==> config.mk <==
export PLATFORM = sky130hd
export DESIGN_NAME = sbc_area
export DESIGN_NICKNAME = d
export VERILOG_FILES = /design/src/sbc_pkg.sv /design/src/sbc_area.sv
export SDC_FILE = /design/constraint.sdc
export NUM_CORES = 2
export LEC_CHECK = 0
export ABC_AREA = 1
export BUFFER_PORTS_ARGS = -buffer_cell sky130_fd_sc_hd__buf_2
export CORE_MARGIN = 2
export CORE_UTILIZATION = 65
export DETAILED_ROUTE_END_ITERATION = 16
export PLACE_DENSITY = 0.91
export REMOVE_ABC_BUFFERS = 1
export SYNTH_ARGS = -nofsm -noshare
export SYNTH_HDL_FRONTEND = slang
export SYNTH_SLANG_ARGS = --single-unit
==> constraint.sdc <==
create_clock -name i_clk -period 6.2 [get_ports i_clk]
set_clock_uncertainty 0.2 [all_clocks]
set_input_delay 0 -clock i_clk [delete_from_list [all_inputs] [get_ports i_clk]]
set_output_delay 0 -clock i_clk [all_outputs]
set_load 0.02 [all_outputs]
==> src/sbc_pkg.sv <==
// Shared types and constants for the segment / box collision test.
// No dependencies; imported by every module of the block.
package sbc_pkg;

    localparam int SBC_CFG_W     = 23;
    localparam int SBC_COORD_W   = 24;
    localparam int SBC_IDX_W     = 2;
    localparam int SBC_NUM_AREAS = 12;

    // register indexes of the configuration port
    localparam logic [SBC_IDX_W-1:0] REG_DEPTH      = 2'd0;
    localparam logic [SBC_IDX_W-1:0] REG_HALF_WIDTH = 2'd1;
    localparam logic [SBC_IDX_W-1:0] REG_HEIGHT     = 2'd2;

    // sign of a value: neg, pos, or neither for zero
    typedef struct packed {
        logic neg;
        logic pos;
    } t_sgn;

    // end point position relative to the box planes
    typedef struct packed {
        t_sgn x;    // x
        t_sgn xd;   // x - depth
        t_sgn yh;   // y - half width
        t_sgn yn;   // y + half width
        t_sgn z;    // z
        t_sgn zh;   // z - height
    } t_pt_flags;

    // both signs strictly equal and nonzero
    function automatic logic same_strict(input t_sgn a, input t_sgn b);
        same_strict = (a.pos & b.pos) | (a.neg & b.neg);
    endfunction

endpackage

==> src/sbc_area.sv <==
// Pipelined sign of a doubled triangle area (P1,P2,V) in one 2D projection.
// Four register stages: differences, partial products, products, sign.
// Depends on sbc_pkg.
module sbc_area import sbc_pkg::*; #(
    parameter int EW = SBC_COORD_W
) (
    input  logic                 i_clk,
    input  logic signed [EW-1:0] i_p1u,
    input  logic signed [EW-1:0] i_p1v,
    input  logic signed [EW-1:0] i_p2u,
    input  logic signed [EW-1:0] i_p2v,
    input  logic signed [EW-1:0] i_vu,
    input  logic signed [EW-1:0] i_vv,
    output t_sgn                 o_sign
);

    localparam int DW = EW + 1;
    localparam int K  = (DW + 1) / 2;
    localparam int PW = 2 * DW;

    // stage A: coordinate differences
    logic signed [DW-1:0] r_du, r_dv, r_wu, r_wv;
    always_ff @(posedge i_clk) begin
        r_du <= DW'(i_p2u) - DW'(i_p1u);
        r_dv <= DW'(i_p2v) - DW'(i_p1v);
        r_wu <= DW'(i_vu) - DW'(i_p1u);
        r_wv <= DW'(i_vv) - DW'(i_p1v);
    end

    // stage B: split each product into four half-width partial products
    logic signed [PW-1:0] r_hh [2];
    logic signed [PW-1:0] r_hl [2];
    logic signed [PW-1:0] r_lh [2];
    logic signed [PW-1:0] r_ll [2];
    logic signed [DW-1:0] w_a [2];
    logic signed [DW-1:0] w_b [2];

    assign w_a[0] = r_du;
    assign w_b[0] = r_wv;
    assign w_a[1] = r_wu;
    assign w_b[1] = r_dv;

    always_ff @(posedge i_clk) begin
        for (int m = 0; m < 2; m++) begin
            r_hh[m] <= $signed(w_a[m][DW-1:K]) * $signed(w_b[m][DW-1:K]);
            r_hl[m] <= $signed(w_a[m][DW-1:K]) * $signed({1'b0, w_b[m][K-1:0]});
            r_lh[m] <= $signed({1'b0, w_a[m][K-1:0]}) * $signed(w_b[m][DW-1:K]);
            r_ll[m] <= $signed({1'b0, w_a[m][K-1:0]}) * $signed({1'b0, w_b[m][K-1:0]});
        end
    end

    // stage C: recombine partial products
    logic signed [PW-1:0] r_prod [2];
    always_ff @(posedge i_clk) begin
        for (int m = 0; m < 2; m++) begin
            r_prod[m] <= (r_hh[m] <<< (2 * K)) + ((r_hl[m] + r_lh[m]) <<< K) + r_ll[m];
        end
    end

    // stage D: subtract and take the sign
    logic signed [PW:0] w_diff;
    assign w_diff = (PW+1)'(r_prod[0]) - (PW+1)'(r_prod[1]);

    always_ff @(posedge i_clk) begin
        o_sign.neg <= w_diff[PW];
        o_sign.pos <= ~w_diff[PW] & (w_diff != '0);
    end

endmodule

# == After elaboration in Yosys (flattened, before gate mapping) ==
# Memories as Yosys holds them, arrays and structs flattened.
# Cells that the tools add are included.
# totals
register_bits,102
inputBits,145
wordCells,33
out_inout_bits,2
memories,5
ramBits,452
# classes
multipliers,8
n_addsub,11
n_reduce_logical,1
bitwise,2
# mem_list
name,words,word_bits,rd,rd_ports_with_merged_regs,write_ports,line,source
r_hh,2,50,2,0,2,sbc_area.sv:31,logic signed [PW-1:0] r_hh [2];
r_hl,2,50,2,0,2,sbc_area.sv:32,logic signed [PW-1:0] r_hl [2];
r_lh,2,50,2,0,2,sbc_area.sv:33,logic signed [PW-1:0] r_lh [2];
r_prod,2,50,2,0,2,sbc_area.sv:53,logic signed [PW-1:0] r_prod [2];
r_ll,2,26,2,0,2,sbc_area.sv:34,logic signed [PW-1:0] r_ll [2];
# op_table
op,n
50-bit adder,4
24-bit by 24-bit subtractor with 25-bit output,4
37-bit adder,2
12-bit by 14-bit multiplier with 26-bit output,2
13-bit by 13-bit multiplier with 26-bit output,2
14-bit by 12-bit multiplier with 26-bit output,2
51-bit nonzero test,1
50-bit by 50-bit subtractor with 51-bit output,1
12-bit by 12-bit multiplier with 24-bit output,2
1-bit bitwise AND,1
1-bit NOT,1

# == Depth between registers and ports, before layout ==
# An unclocked memory read counts as a cell.
# depth
depth_word,4
mapped_depth,28
ltp_nobuf,26

# == Worst setup path after synthesis ==
# Ideal clock, no wire load.
# synth_path
kind,register to register
startpoint,reg r_wv[16]
endpoint,mem r_hh[0][21] (netlist name)
path_buffers,2
stages_incl_launch_ff,23
synth_period_minus_slack_ns,5.288
setup_ns,0.127
slack_ns,0.912
arrival_time_ns,4.962
required_time_ns,5.873
cell_sequence,dfxtp_1 clkbuf_1 clkbuf_1 nand2_1 fa_1 inv_1 fa_1 inv_1 fa_1 inv_1 fa_1 inv_1 fa_1 inv_1 ha_1 a21o_1 a21oi_1 nor3_1 nor2_1 inv_1 a21oi_1 o21ai_0 xor2_1
# synth_rtl
element,line,source
"start, declared",sbc_area.sv:22,"logic signed [DW-1:0] r_du, r_dv, r_wu, r_wv;"
"start signal, assigned",sbc_area.sv:27,r_wv <= DW'(i_vv) - DW'(i_p1v);
"end, declared",sbc_area.sv:31,

==> results.md <==
Critical path:
- Data on the critical path is required at its endpoint by about 6.5 ns.
- The data arrival time of the critical path is approximately 6.4 ns.
- The worst register-to-register path has a setup slack of 0.1 ns.
- The launch instance of the worst register-to-register path is r_wv[24].
- The end of the critical path is r_hh[0][20].
- The critical-path maximum fanout is 13.
- The endpoint identified for the worst register-to-register timing path is r_hh[0][20].
- STA classifies the critical path startpoint as a flip-flop.
- The type of element capturing the critical path is a flip-flop.
- The timing startpoint of the critical path is r_wv[24].
- The type of the setup path with the least slack is flip-flop to flip-flop.
- Counting cells, the worst reg-to-reg path comes to 21.

Timing:
- Headroom to the max-slew limit came out at 0.261.
- Based on the critical path, the design can be clocked at up to 0.164 GHz.
- The number of hold violations in the final report came to 0.
- The worst hold margin is 0.0502 ns.
- The final number of setup-violating endpoints is 0.
- The actual slew at the worst max-slew pin is 1.10 ns.
- Of the available clock period, the critical path in the final layout requires 0.984.
- Adding up every negative setup slack in the final design gives 0 ns.
- The final critical-path required period is 6.10 ns.
- Setup repair after global routing left no endpoint under its margin.
- The final max-slew violation count is 0.

Min path:
- The cell count of the worst hold path is 4.
- The min-delay analysis places its worst path in the category primary input to flip-flop.

Synth:
- The synthesized area is 0.0678 mm^2.
- The count of different cell masters after synthesis is 57.
- Of all flip-flops after synthesis, the portion carrying an async set or reset was 0.
- The post-synthesis cell count is 8952.
- The leading register cell type out of synthesis is dfxtp_1.
- Yosys printed 0 warnings.
- Counting flops with a built-in enable in the synthesized netlist gives 0.
- For this run, the register share of the synthesized area comes to 0.120.
- Synthesis inferred 406 register bits.
- Dividing the synthesized area by the synthesized cell count gives 7.57 um^2.

Clock tree:
- Post-CTS timing repair inserted 0 buffers for setup.
- CTS saw 406 sinks.
- The clock transition at the registers of the reported paths is ~0.070 ns.
- No sink is reached through more buffers than the 3 on the longest clock path.
- The H-tree generated during clock tree synthesis spans 2 levels.
- TritonCTS built the clock tree.
- Clock tree synthesis selected as its root buffer the cell clkbuf_16.
- The number of CTS-inserted buffers is 50.
- At the later pin of the worst-skew pair, clock insertion delay measures 0.65 ns.

Placed design:
- Once detailed placement completed, the half-perimeter wirelength came to 162000 um.
- The final weighted congestion in routability-driven placement is 1.01.
- After detailed placement, the total cell area comes to 0.0704 mm^2.
- Buffers placed on the I/O ports in this run total 146.

Route:
- The number of optimization iterations in the first detailed-route pass is 12.
- The detailed-route DRC error count is 0.
- Dividing the detail-routed wire length by the instance count gives 19.7 um.
- Dividing the detail-routed via count by the number of cells gives 5.68.
- The routed design has 211000 um of wire.
- The count of antenna-violating nets left after detailed routing is 0.
- The initial DRC count is 6180.
- The detailed-route via count is 60884.

Finish:
- The multi-input combinational cells in the finished layout cover a total of 0.0497 mm^2.
- Across the whole layout, storage elements account for 0.00814 mm^2.
- The synthesis-to-finish area growth is 10.5%.
- Counting the fill cells in the layout gives approximately 7300.
- Leaving out fill and tap cells, the most frequent cell in the layout is inv_1.
- The area of all placed cells without fillers is between 0.07 and 0.08 mm^2.
- Once layout is complete, the utilization of the core stands at 0.724.
- The net count of the finished layout is 11229.
- In the layout the commonest cells are 2346 x inv_1, 2110 x nand2_1, 971 x fa_1.
- Of the cells placed in the final design, the portion with a size suffix greater than 1 is 0.0604.

Global routing:
- For this run, the total global-route usage over all layers was measured as 0.400.
- The global-route wire length before repair is roughly 340000 um.
- The initial antenna violation count was 25.
- For this run the aggregate overflow at the end of global routing stands at 0.
- The via count of the first global-routing pass is 64714.
- Entering global routing, the biggest net connects 26 pins.

Job:
- The number of maximum-capacitance violations is 0.

Floorplanning:
- For this configuration, the core starts out at a cell density of 0.655.
- In this run the core area contains 118 standard-cell rows.
- The die boundary width is 327 um.
- 147 I/O pins were placed.
- The die boundary height is 327 um.
- The die area is around 0.11 mm^2.
- The floorplan step defined a core boundary enclosing about 0.10 mm^2.

Outcome:
- The run finished with clean final reports.
[routing by layer]
| layer | wire [um] | part of all wire | GRT usage | vias up |
|---|---|---|---|---|
| li1 | - | - | - | 27211 |
| met1 | 74000 | 0.35 | 0.467 | 28401 |
| met2 | 93600 | 0.44 | 0.636 | 3970 |
| met3 | 25400 | 0.12 | 0.112 | 1280 |
| met4 | 18200 | 0.086 | 0.283 | 22 |
| met5 | 136 | 0.00064 | 0 | - |
[kinds of logic after synthesis]
| group | share of synthesized area |
|---|---|
| muxes | 0.000738 |
| adders and majority gates | 0.439 |
| xor gates and xnor gates | 0.0536 |
| buffers and inverters | 0.147 |
| AOI/OAI and AO/OA | 0.0732 |
| and+or+nand+nor | 0.167 |
| DFF | 0.120 |
[synth_stat cells, types with 21 or more instances]
| cell | number | area [um^2] |
|---|---|---|
| nand2_2 | 30 | 188 |
| a21o_1 | 38 | 285 |
| a21oi_1 | 433 | 2170 |
| nand3_1 | 143 | 716 |
| nor2_2 | 21 | 131 |
| o211ai_1 | 25 | 188 |
| o21ai_1 | 47 | 235 |
| inv_1 | 2347 | 8810 |
| ha_1 | 826 | 10300 |
| o21ai_2 | 23 | 201 |
| fa_1 | 971 | 19400 |
| nor2_1 | 340 | 1280 |
| o21bai_1 | 24 | 180 |
| clkbuf_1 | 294 | 1100 |
| nand4_1 | 44 | 275 |
| nor3_1 | 37 | 185 |
| or2_2 | 34 | 213 |
| a31oi_1 | 47 | 294 |
| nand2_1 | 2111 | 7920 |
| xnor2_1 | 154 | 1350 |
| dfxtp_1 | 406 | 8130 |
| o21ai_0 | 159 | 796 |
| xor2_1 | 259 | 2270 |
[timing repair]
item                       CTS  global route
hold endpoints to repair   100             0
setup endpoints to repair    0             7
gates resized for setup      0             8
hold buffers               271             0
[sequential cells by signal (all words and copies together), names as in the netlist]
signal,flops
r_hh,48
o_sign,2
r_dv,25
r_prod,100
r_hl,52
r_du,25
r_lh,52
r_wu,25
r_wv,25
r_ll,52
[through the flow]
stage	std cells	worst slack [ns]
floorplan	8652	0.805
global placement	10344	0.280
detailed placement	10344	0.341
CTS	10705	0.321
global route	10707	0.0131
finish	10714	0.0975
[worst min-delay path by stage]
stage | startpoint | endpoint | slack (ns)
2_1_floorplan | i_p1u[0] | r_du[0] | -0.02
3_3_place_gp | r_ll[0][31] | r_prod[0][55] | 0.11
3_5_place_dp | i_p1v[0] | r_wv[0] | 0.11
4_1_cts | i_p1v[19] | r_dv[19] | 0.01
5_1_grt | i_p1v[19] | r_dv[19] | 0.03
6_report | i_p1v[19] | r_dv[19] | 0.05
[area by class of cell]
cell class                      instances  share of cell area
Antenna cell                            9            0.000301
Clock buffer                           65              0.0191
Clock inverter                         25             0.00421
Inverter                             2353               0.118
Multi-Input combinational cell       5893               0.664
Sequential cell                       406               0.109
Tap cell                             1380              0.0230
Timing Repair Buffer                  583              0.0633
[critical path: stages (launching register included)]
cell and delay, ns:
dfxtp_1 0.48, inv_1 0.30, or2_2 0.48, fa_1 0.79, fa_1 0.51, inv_1 0.09, fa_1 0.43, fa_1 0.53
inv_1 0.06, fa_1 0.48, inv_1 0.04, ha_1 0.34, nand2_1 0.14, nor2_1 0.05, o21ai_0 0.09, o211ai_1 0.15
a21oi_1 0.25, o21ai_1 0.14, a21boi_2 0.20, o21ai_0 0.10, nand2_1 0.07, nand2_1 0.04
Power is left out: the tool's default activity adds up to more than one toggle a clock period on the data nets, which glitch-free logic cannot reach.
